## src/hdl/assert_macros.svh

```systemverilog
// Assertion macros shared by the RTL files that carry concurrent checks.
`ifndef ASSERT_MACROS_SVH
`define ASSERT_MACROS_SVH

// Checks that an expression holds at every rising clock edge outside reset.
`define ASSERT_ALWAYS(label, expr, msg) \
   label: assert property (@(posedge clock) disable iff (reset) (expr)) \
      else $error(msg);

// Checks that a consequent holds in the same cycle as its antecedent.
`define ASSERT_IMPLIES(label, ante, cons, msg) \
   label: assert property (@(posedge clock) disable iff (reset) (ante) |-> (cons)) \
      else $error(msg);

`endif

```

## src/hdl/rgb2hsv_pkg.sv

```systemverilog
// Types and constants shared by the RGB to HSV pipeline.
`default_nettype none

package rgb2hsv_pkg;

   localparam int CHAN_W     = 8;
   localparam int FRAC_W     = 10;
   localparam int SCALED_W   = 11;
   localparam int PCT_W      = 7;
   localparam int HUE_W      = 9;
   localparam int QUO_W      = 11;
   localparam int REM_W      = 21;
   localparam int DIV_STAGES = QUO_W;
   localparam int PROD_W     = SCALED_W + PCT_W;
   localparam int HUE_SUM_W  = 14;
   localparam int HUE_PROD_W = 21;
   localparam int HUE_DEG_W  = 11;
   localparam int DATA_W     = 24;

   localparam logic [PCT_W-1:0]    PERCENT    = 7'd100;
   localparam logic [SCALED_W-1:0] GRAY_LIMIT = 11'd3;
   localparam logic [QUO_W-1:0]    SAT_LIMIT  = 11'd3;
   localparam logic [HUE_W-1:0]    FULL_CIRCLE = 9'd360;
   localparam logic signed [HUE_PROD_W-1:0] DEG_PER_SEXTANT = 21'sd60;

   // Hue base in units of two sextants: red, green, blue, and red wrapped past 360.
   localparam logic [1:0] BASE_RED   = 2'd0;
   localparam logic [1:0] BASE_GREEN = 2'd1;
   localparam logic [1:0] BASE_BLUE  = 2'd2;
   localparam logic [1:0] BASE_WRAP  = 2'd3;

   typedef struct packed {
      logic [REM_W-1:0] rem;
      logic [QUO_W-1:0] den;
      logic [QUO_W-1:0] quo;
   } lane_type;

   typedef struct packed {
      logic             hue_neg;
      logic [1:0]       hue_base;
      logic             gray;
      logic [PCT_W-1:0] brightness;
   } side_type;

   typedef struct packed {
      side_type side;
      lane_type hue;
      lane_type sat;
   } div_word_type;

endpackage

`default_nettype wire

```

## src/hdl/rgb2hsv_front.sv

```systemverilog
// Front stages: channel scaling, then max/min, sector pick and divider operands.
`default_nettype none

module rgb2hsv_front (
   input  wire logic                             clock,
   input  wire logic                             reset,
   input  wire logic                             in_valid,
   output logic                                  in_ready,
   input  wire logic [rgb2hsv_pkg::CHAN_W-1:0]   red,
   input  wire logic [rgb2hsv_pkg::CHAN_W-1:0]   green,
   input  wire logic [rgb2hsv_pkg::CHAN_W-1:0]   blue,
   output logic                                  out_valid,
   input  wire logic                             out_ready,
   output rgb2hsv_pkg::div_word_type             out_word
);
   import rgb2hsv_pkg::*;

   // 1024*c/255 equals 4*c plus floor(4*c/255), which is a count of thresholds.
   function automatic logic [SCALED_W-1:0] scale_chan(input logic [CHAN_W-1:0] c);
      logic [2:0] corr;
      corr = 3'(c >= 8'd64) + 3'(c >= 8'd128) + 3'(c >= 8'd192) + 3'(c == 8'd255);
      return {1'b0, c, 2'b00} + SCALED_W'(corr);
   endfunction

   logic                valid1_ff;
   logic                valid2_ff;
   logic                ready1;
   logic                ready2;
   logic [SCALED_W-1:0] red_ff;
   logic [SCALED_W-1:0] green_ff;
   logic [SCALED_W-1:0] blue_ff;
   div_word_type        word_ff;
   div_word_type        word_in;

   logic                    red_top;
   logic                    green_top;
   logic [SCALED_W-1:0]     mx;
   logic [SCALED_W-1:0]     mn;
   logic [SCALED_W-1:0]     delta;
   logic [SCALED_W-1:0]     diff_a;
   logic [SCALED_W-1:0]     diff_b;
   logic signed [SCALED_W:0] diff;
   logic [SCALED_W-1:0]     diff_mag;
   logic [PROD_W-1:0]       sat_prod;
   logic [PROD_W-1:0]       val_prod;

   assign ready2   = !valid2_ff || out_ready;
   assign ready1   = !valid1_ff || ready2;
   assign in_ready = ready1;

   always_ff @(posedge clock) begin
      if (reset) begin
         valid1_ff <= 1'b0;
         valid2_ff <= 1'b0;
      end else begin
         if (ready1) begin
            valid1_ff <= in_valid;
         end
         if (ready2) begin
            valid2_ff <= valid1_ff;
         end
      end
   end

   always_ff @(posedge clock) begin
      if (ready1 && in_valid) begin
         red_ff   <= scale_chan(red);
         green_ff <= scale_chan(green);
         blue_ff  <= scale_chan(blue);
      end
      if (ready2 && valid1_ff) begin
         word_ff <= word_in;
      end
   end

   always_comb begin
      red_top   = (red_ff >= green_ff) && (red_ff >= blue_ff);
      green_top = !red_top && (green_ff >= blue_ff);
      mx = red_top ? red_ff : (green_top ? green_ff : blue_ff);
      if (red_ff <= green_ff && red_ff <= blue_ff) begin
         mn = red_ff;
      end else if (green_ff <= blue_ff) begin
         mn = green_ff;
      end else begin
         mn = blue_ff;
      end
      delta = mx - mn;

      if (red_top) begin
         diff_a = green_ff;
         diff_b = blue_ff;
      end else if (green_top) begin
         diff_a = blue_ff;
         diff_b = red_ff;
      end else begin
         diff_a = red_ff;
         diff_b = green_ff;
      end
      diff     = $signed({1'b0, diff_a}) - $signed({1'b0, diff_b});
      diff_mag = diff[SCALED_W] ? SCALED_W'(-diff) : diff[SCALED_W-1:0];

      sat_prod = PROD_W'(delta) * PROD_W'(PERCENT);
      val_prod = PROD_W'(mx) * PROD_W'(PERCENT);

      word_in.side.hue_neg = diff[SCALED_W];
      if (red_top) begin
         word_in.side.hue_base = (green_ff < blue_ff) ? BASE_WRAP : BASE_RED;
      end else if (green_top) begin
         word_in.side.hue_base = BASE_GREEN;
      end else begin
         word_in.side.hue_base = BASE_BLUE;
      end
      word_in.side.gray       = (delta < GRAY_LIMIT) || (mx == '0);
      word_in.side.brightness = val_prod[FRAC_W+PCT_W-1:FRAC_W];

      word_in.hue.rem = REM_W'({diff_mag, FRAC_W'(0)});
      word_in.hue.den = QUO_W'(delta);
      word_in.hue.quo = '0;
      word_in.sat.rem = REM_W'(sat_prod);
      word_in.sat.den = QUO_W'(mx);
      word_in.sat.quo = '0;
   end

   assign out_valid = valid2_ff;
   assign out_word  = word_ff;

endmodule

`default_nettype wire

```

## src/hdl/rgb2hsv_divider.sv

```systemverilog
// Pipelined restoring divider, one quotient bit per stage for both lanes.
`default_nettype none

module rgb2hsv_divider (
   input  wire logic                 clock,
   input  wire logic                 reset,
   input  wire logic                 in_valid,
   output logic                      in_ready,
   input  wire rgb2hsv_pkg::div_word_type in_word,
   output logic                      out_valid,
   input  wire logic                 out_ready,
   output rgb2hsv_pkg::div_word_type out_word
);
   import rgb2hsv_pkg::*;

   // The dividend is always below den shifted by QUO_W, so QUO_W steps finish it.
   function automatic lane_type div_step(input lane_type lane, input int unsigned bit_pos);
      lane_type         res;
      logic [REM_W-1:0] trial;
      res   = lane;
      trial = REM_W'(lane.den) << bit_pos;
      if (lane.rem >= trial) begin
         res.rem = lane.rem - trial;
         res.quo = lane.quo | (QUO_W'(1) << bit_pos);
      end
      return res;
   endfunction

   logic [DIV_STAGES-1:0] valid_ff;
   logic [DIV_STAGES:0]   ready_w;
   logic [DIV_STAGES:0]   stage_v;
   div_word_type          stage_q [DIV_STAGES+1];
   div_word_type          word_ff [DIV_STAGES];

   assign stage_v[0]          = in_valid;
   assign stage_q[0]          = in_word;
   assign ready_w[DIV_STAGES] = out_ready;
   assign in_ready            = ready_w[0];

   genvar k;
   for (k = 0; k < DIV_STAGES; k++) begin : g_step
      div_word_type step_w;

      assign ready_w[k]   = !valid_ff[k] || ready_w[k+1];
      assign stage_v[k+1] = valid_ff[k];
      assign stage_q[k+1] = word_ff[k];

      always_comb begin
         step_w     = stage_q[k];
         step_w.hue = div_step(stage_q[k].hue, QUO_W - 1 - k);
         step_w.sat = div_step(stage_q[k].sat, QUO_W - 1 - k);
      end

      always_ff @(posedge clock) begin
         if (reset) begin
            valid_ff[k] <= 1'b0;
         end else if (ready_w[k]) begin
            valid_ff[k] <= stage_v[k];
         end
      end

      always_ff @(posedge clock) begin
         if (ready_w[k] && stage_v[k]) begin
            word_ff[k] <= step_w;
         end
      end
   end

   assign out_valid = stage_v[DIV_STAGES];
   assign out_word  = stage_q[DIV_STAGES];

endmodule

`default_nettype wire

```

## src/hdl/rgb2hsv_back.sv

```systemverilog
// Back stages: signed hue, scaling to degrees, wrap, and the output register.
`default_nettype none

module rgb2hsv_back (
   input  wire logic                          clock,
   input  wire logic                          reset,
   input  wire logic                          in_valid,
   output logic                               in_ready,
   input  wire rgb2hsv_pkg::div_word_type     in_word,
   output logic                               out_valid,
   input  wire logic                          out_ready,
   output logic [rgb2hsv_pkg::HUE_W-1:0]      hue,
   output logic [rgb2hsv_pkg::PCT_W-1:0]      saturation,
   output logic [rgb2hsv_pkg::PCT_W-1:0]      brightness
);
   import rgb2hsv_pkg::*;

   logic                          valid_a_ff;
   logic                          valid_b_ff;
   logic                          ready_a;
   logic                          ready_b;

   logic signed [QUO_W:0]         quo_signed;
   logic signed [HUE_SUM_W-1:0]   hue_sum;
   logic signed [HUE_PROD_W-1:0]  hue_prod_in;
   logic signed [HUE_PROD_W-1:0]  hue_prod_ff;
   logic [PCT_W-1:0]              sat_ff;
   logic                          sat_low_ff;
   logic                          gray_ff;
   logic [PCT_W-1:0]              bright_a_ff;

   logic signed [HUE_DEG_W-1:0]   hue_deg;
   logic signed [HUE_DEG_W-1:0]   hue_wrap;
   logic [HUE_W-1:0]              hue_in;
   logic [PCT_W-1:0]              sat_in;
   logic [HUE_W-1:0]              hue_ff;
   logic [PCT_W-1:0]              sat_out_ff;
   logic [PCT_W-1:0]              bright_ff;

   assign ready_b  = !valid_b_ff || out_ready;
   assign ready_a  = !valid_a_ff || ready_b;
   assign in_ready = ready_a;

   // The quotient is a magnitude; the sector base adds 0, 2, 4 or 6 sextants.
   always_comb begin
      quo_signed  = in_word.side.hue_neg ? -$signed({1'b0, in_word.hue.quo})
                                         : $signed({1'b0, in_word.hue.quo});
      hue_sum     = HUE_SUM_W'(quo_signed) +
                    $signed({1'b0, in_word.side.hue_base, (QUO_W)'(0)});
      hue_prod_in = HUE_PROD_W'(hue_sum) * DEG_PER_SEXTANT;
   end

   always_comb begin
      hue_deg  = HUE_DEG_W'(hue_prod_ff >>> FRAC_W);
      hue_wrap = hue_deg[HUE_DEG_W-1] ? (hue_deg + HUE_DEG_W'(FULL_CIRCLE)) : hue_deg;
      hue_in   = (gray_ff || sat_low_ff) ? '0 : hue_wrap[HUE_W-1:0];
      sat_in   = gray_ff ? '0 : sat_ff;
   end

   always_ff @(posedge clock) begin
      if (reset) begin
         valid_a_ff <= 1'b0;
         valid_b_ff <= 1'b0;
      end else begin
         if (ready_a) begin
            valid_a_ff <= in_valid;
         end
         if (ready_b) begin
            valid_b_ff <= valid_a_ff;
         end
      end
   end

   always_ff @(posedge clock) begin
      if (ready_a && in_valid) begin
         hue_prod_ff <= hue_prod_in;
         sat_ff      <= in_word.sat.quo[PCT_W-1:0];
         sat_low_ff  <= in_word.sat.quo < SAT_LIMIT;
         gray_ff     <= in_word.side.gray;
         bright_a_ff <= in_word.side.brightness;
      end
      if (ready_b && valid_a_ff) begin
         hue_ff     <= hue_in;
         sat_out_ff <= sat_in;
         bright_ff  <= bright_a_ff;
      end
   end

   assign out_valid  = valid_b_ff;
   assign hue        = hue_ff;
   assign saturation = sat_out_ff;
   assign brightness = bright_ff;

endmodule

`default_nettype wire

```

## src/hdl/rgb_to_hsv_converter.sv

```systemverilog
// Pixel-stream RGB to HSV converter: fifteen-stage pipeline, one pixel per clock while the result side keeps up.
//
// Takes one 8-bit RGB pixel per word and returns hue in degrees (0..359),
// saturation and value in percent (0..100). A new pixel is accepted on every
// clock while the result side keeps up. The restoring divider, which
// produces one quotient bit per stage for saturation and hue side by side over
// eleven stages, lies between two front stages (channel scaling, max/min and
// sector) and two back stages (degree scaling and the output register).
// Stalls on the result side hold every stage; empty stages still fill.
`default_nettype none
`include "assert_macros.svh"

module rgb_to_hsv_converter (
   input  wire logic                             clock,
   input  wire logic                             reset,
   input  wire logic                             req_tvalid,
   output logic                                  req_tready,
   // red [7:0], green [15:8], blue [23:16]
   input  wire logic [rgb2hsv_pkg::DATA_W-1:0]   req_tdata,
   output logic                                  rsp_tvalid,
   input  wire logic                             rsp_tready,
   // hue [8:0], saturation [15:9], brightness [22:16], zero [23]
   output logic [rgb2hsv_pkg::DATA_W-1:0]        rsp_tdata
);
   import rgb2hsv_pkg::*;

   logic             front_valid;
   logic             front_ready;
   div_word_type     front_word;
   logic             div_valid;
   logic             div_ready;
   div_word_type     div_word;
   logic [HUE_W-1:0] hue;
   logic [PCT_W-1:0] saturation;
   logic [PCT_W-1:0] brightness;

   rgb2hsv_front u_front (
      .clock     (clock),
      .reset     (reset),
      .in_valid  (req_tvalid),
      .in_ready  (req_tready),
      .red       (req_tdata[CHAN_W-1:0]),
      .green     (req_tdata[2*CHAN_W-1:CHAN_W]),
      .blue      (req_tdata[3*CHAN_W-1:2*CHAN_W]),
      .out_valid (front_valid),
      .out_ready (front_ready),
      .out_word  (front_word)
   );

   rgb2hsv_divider u_divider (
      .clock     (clock),
      .reset     (reset),
      .in_valid  (front_valid),
      .in_ready  (front_ready),
      .in_word   (front_word),
      .out_valid (div_valid),
      .out_ready (div_ready),
      .out_word  (div_word)
   );

   rgb2hsv_back u_back (
      .clock      (clock),
      .reset      (reset),
      .in_valid   (div_valid),
      .in_ready   (div_ready),
      .in_word    (div_word),
      .out_valid  (rsp_tvalid),
      .out_ready  (rsp_tready),
      .hue        (hue),
      .saturation (saturation),
      .brightness (brightness)
   );

   assign rsp_tdata = DATA_W'({brightness, saturation, hue});

   // An empty output register means every stage upstream can take a word.
   `ASSERT_IMPLIES(a_ready_when_drained, !rsp_tvalid, req_tready, "input stalled while output empty")
   `ASSERT_IMPLIES(a_hue_range, rsp_tvalid, rsp_tdata[HUE_W-1:0] < FULL_CIRCLE, "hue out of range")
   `ASSERT_IMPLIES(a_pct_range, rsp_tvalid, (saturation <= PERCENT) && (brightness <= PERCENT), "percent out of range")
   `ASSERT_IMPLIES(a_weak_sat_hue, rsp_tvalid && (saturation < PCT_W'(SAT_LIMIT)), hue == '0, "hue set for weak saturation")

endmodule

`default_nettype wire

```

## config.mk

```make
export PLATFORM = sky130hd
export DESIGN_NAME = rgb_to_hsv_converter
export DESIGN_NICKNAME = d
export VERILOG_FILES = /design/src/hdl/rgb2hsv_pkg.sv /design/src/hdl/rgb2hsv_front.sv /design/src/hdl/rgb2hsv_divider.sv /design/src/hdl/rgb2hsv_back.sv /design/src/hdl/rgb_to_hsv_converter.sv
export VERILOG_INCLUDE_DIRS = /design/src /design/src/hdl
export SDC_FILE = /design/constraint.sdc
export NUM_CORES = 2
export LEC_CHECK = 0
export BUFFER_PORTS_ARGS = -buffer_cell sky130_fd_sc_hd__buf_4
export CORE_MARGIN = 2
export CORE_UTILIZATION = 45
export DETAILED_ROUTE_END_ITERATION = 7
export GPL_ROUTABILITY_DRIVEN = 0
export PLACE_DENSITY = 0.67
export SETUP_SLACK_MARGIN = 0.4
export SYNTH_ARGS = -nofsm -noshare
export SYNTH_HDL_FRONTEND = slang
export SYNTH_HIERARCHICAL = 1
export SYNTH_SLANG_ARGS = --single-unit
```

## constraint.sdc

```tcl
create_clock -name clock -period 11.2 [get_ports clock]
set_clock_uncertainty 0.2 [all_clocks]
set_input_delay 2.24 -clock clock [delete_from_list [all_inputs] [get_ports clock]]
set_output_delay 2.24 -clock clock [all_outputs]
set_load 0.01 [all_outputs]
```

==> summary.txt <==
Pwr
  • Switching Share: 27.49%
  • Leakage power summed over all cells: 24.65 nW
  • Power density over the cells: 186.5 mW/mm^2
  • Reg power frac: 42.4%
  • Internal power of the cells: just under 0.009 W
  • Share of total power in the clock network: 33.4%
  • Final total power: between 0.01 and 0.015 W
  • Combinational cell fraction of total power: between 20 and 25%
  • Largest voltage drop on the vdd net: roughly 0.44 mV
  • Switching power: 0.003343 W

Floorplanning
  • DIE WIDTH: 365.4 um
  • Initial Utilization: a little under half
  • Height of the die: 365.4 um
  • Die area: 0.1335 mm^2
  • Core area: 0.1296 mm^2
  • Row cnt: 132
  • Boundary pin count: 54

Place
  • Half-perimeter wire length after placement: 74690 um
  • # placed instances: 6350
  • Number of buffers added on ports: 52

Logic synthesis
  • Netlist area before placement: between 0.05 and 0.06 mm^2
  • Post-synthesis area per instance: 12.71 um^2
  • Yosys Warn Count: 6
  • Gate count after technology mapping: between 4000 and 5000

Finish
  • Layout cell share with drive strength beyond 1: 9.683%
  • Layout net count: 5232
  • Core utilization of the finished layout: 50.30%
  • Relative area change from synthesis to final layout: 10.95%
  • Number of inserted filler cells in the final layout: between 10000 and 15000
  • Area occupied by multi-input gates: 0.02192 mm^2
  • Number of antenna repair diodes: 0
  • Sequential standard cell area: 0.03459 mm^2
  • Count of non-filler cells in the finished layout: 6575

Clock network
  • Setup repair bufs after CTS: 0
  • Root cell of the clock tree: sky130_fd_sc_hd__clkbuf_16
  • CTS HTree Levels: 3
  • Worst skew pair latency: around 0.74 ns
  • Cells resized by post-CTS repair: 0
  • Hold buffers post-CTS: 0
  • TritonCTS Sinks: 1157
  • Clock transition at the register clock pins on the worst setup and hold paths after CTS: 0.06 ns
  • Max Buffers Root-to-Sink: 3
  • TritonCTS clock tree: yes
  • CTS buffer count: 119

Flow run
  • Max-Cap Viols: 0

Worst setup path
  • Flop2flop setup slack: 3.33 ns
  • Largest driver fanout on the critical path: 5
  • Required time of the worst setup path: a little under 9 ns
  • Cell type group with the largest total delay on the critical path: simple AND/OR/NAND/NOR gates
  • Path type of the worst setup path: in2out
  • Critical Path End Type: output pin
  • Critical Path, Cell by Cell: buf_4, nor2b_1, nand2_1, nor2b_1, and3_1, and3_1, nand2_1, nor2_1, nand2_1, nor2b_1, nand2_1, buf_4
  • Dominant cell type by count on the critical path: sky130_fd_sc_hd__nand2_1
  • Startpoint type of the worst setup path: input port
  • Critical path data arrival time: 5.72 ns
  • Delay of the slowest cell on the worst path: approximately 0.52 ns
  • Worst path bufs/invs: 2
  • Critical path's slowest cell: sky130_fd_sc_hd__nor2b_1

STA
  • Final setup violating endpoints: 0
  • Final Hold Violating Endpoints: 0
  • Pin slew with the least headroom to its limit: 1.150 ns
  • Time the worst path needs with I/O delays and setup: 8.160 ns
  • Headroom to the max-slew limit: 23.13%
  • Fmax achieved: 122.5 MHz
  • Slew Limit Fails: 0
  • Final Hold Slack: 0.1928 ns
  • Summed negative setup slack over all endpoints: 0 ns
  • Unrepaired setup endpoints after global routing: false
  • Final Cycle Share: between 70% and 80%

GRT
  • Number of global-route vias before repair: between 30000 and 40000
  • Largest net degree at the start of global routing: 60
  • Number of antenna violations at the first check in global routing: 0
  • Global-route wire length before repair: 165800 um
  • Aggregate global-route resource usage: between 10% and 20%
  • Remaining global-route overflow: 0

Detailed routing
  • Via total after detailed routing: ~34000
  • Post-route DRC: 0
  • Routed via count divided by cell count: 5.127
  • Antenna Violating Nets Remaining: 0
  • Average wire per standard cell: 15.19 um
  • Final routed wirelength across all metal layers: 99890 um
  • Initial DRC count: 1803
  • Detailed-routing iteration count for the pre-antenna-repair pass: 5

Status
  • Run status: finished clean

Hold path
  • Min-Delay Path Class: reg2reg
power by group through the flow:
stage               logic [W]  clock network [W]  registers [W]
floorplan             0.00241                  0        0.00520
global placement      0.00289                  0        0.00524
detailed placement    0.00295                  0        0.00525
CTS                   0.00298            0.00417        0.00515
global route          0.00340            0.00434        0.00516
finish                0.00295            0.00406        0.00515
cell type report:
cell class                 instances  share of cell area [%]
multi-input combinational       2903                   33.61
clock buffer                     129                   4.624
inverter                         465                   2.676
timing repair buffer              83                  0.9554
tap                             1742                   3.342
sequential                      1157                   53.04
clock inverter                    96                   1.750
layer usage:
layer  up-vias  GRT usage (%)  part of all wire (%)
li1      17050              -                     -
met1     15940          18.81                    44
met2       529          26.95                    50
met3       200          2.268                   3.4
met4         0          5.172                   3.2
met5         -              0                     0
worst paths after layout:
| path | from | endpoint | cells after the start |
|---|---|---|---|
| worst max-delay path | rsp_tready | req_tready | 12 |
| worst min-delay path | u_divider/word_ff[1][95] | u_divider/word_ff[2][95] | 0 |
| worst max register to register | u_front/red_ff[6] | u_front/out_word[39] | 24 |
| worst min register to register | u_divider/word_ff[1][95] | u_divider/word_ff[2][95] | 0 |
registers in the layout, indices dropped and copies added (netlist names), 7 cells and up:
signal	count
u_front/red_ff	11
u_back/bright_a_ff	7
u_front/green_ff	11
u_front/out_word	57
u_back/hue	9
u_divider/stage_v	10
u_back/hue_prod_ff	10
u_front/blue_ff	11
u_divider/word_ff	1003
u_back/brightness	7
u_back/saturation	7
u_back/sat_ff	7
cell usage in the layout (no fill, tap or decap), drive strengths merged, types with 83 or more instances in the layout:
cell,count
o21ai,204
clkbuf,129
nor2,295
nor3,86
ha,423
a21oi,259
edfxtp,1142
xnor2,188
mux2,108
buf,83
xor2,139
inv,475
nand2,210
stage by stage:
| step | instance area (um^2) | worst slack (ns) |
|---|---|---|
| 2_1_floorplan | 58920 | 0.5966 |
| 3_3_place_gp | 61060 | 3.179 |
| 3_5_place_dp | 61060 | 3.107 |
| 4_1_cts | 65220 | 3.082 |
| 5_1_grt | 65220 | 2.827 |
| 6_report | 65220 | 3.040 |
Power figures use the tool's default switching activity.
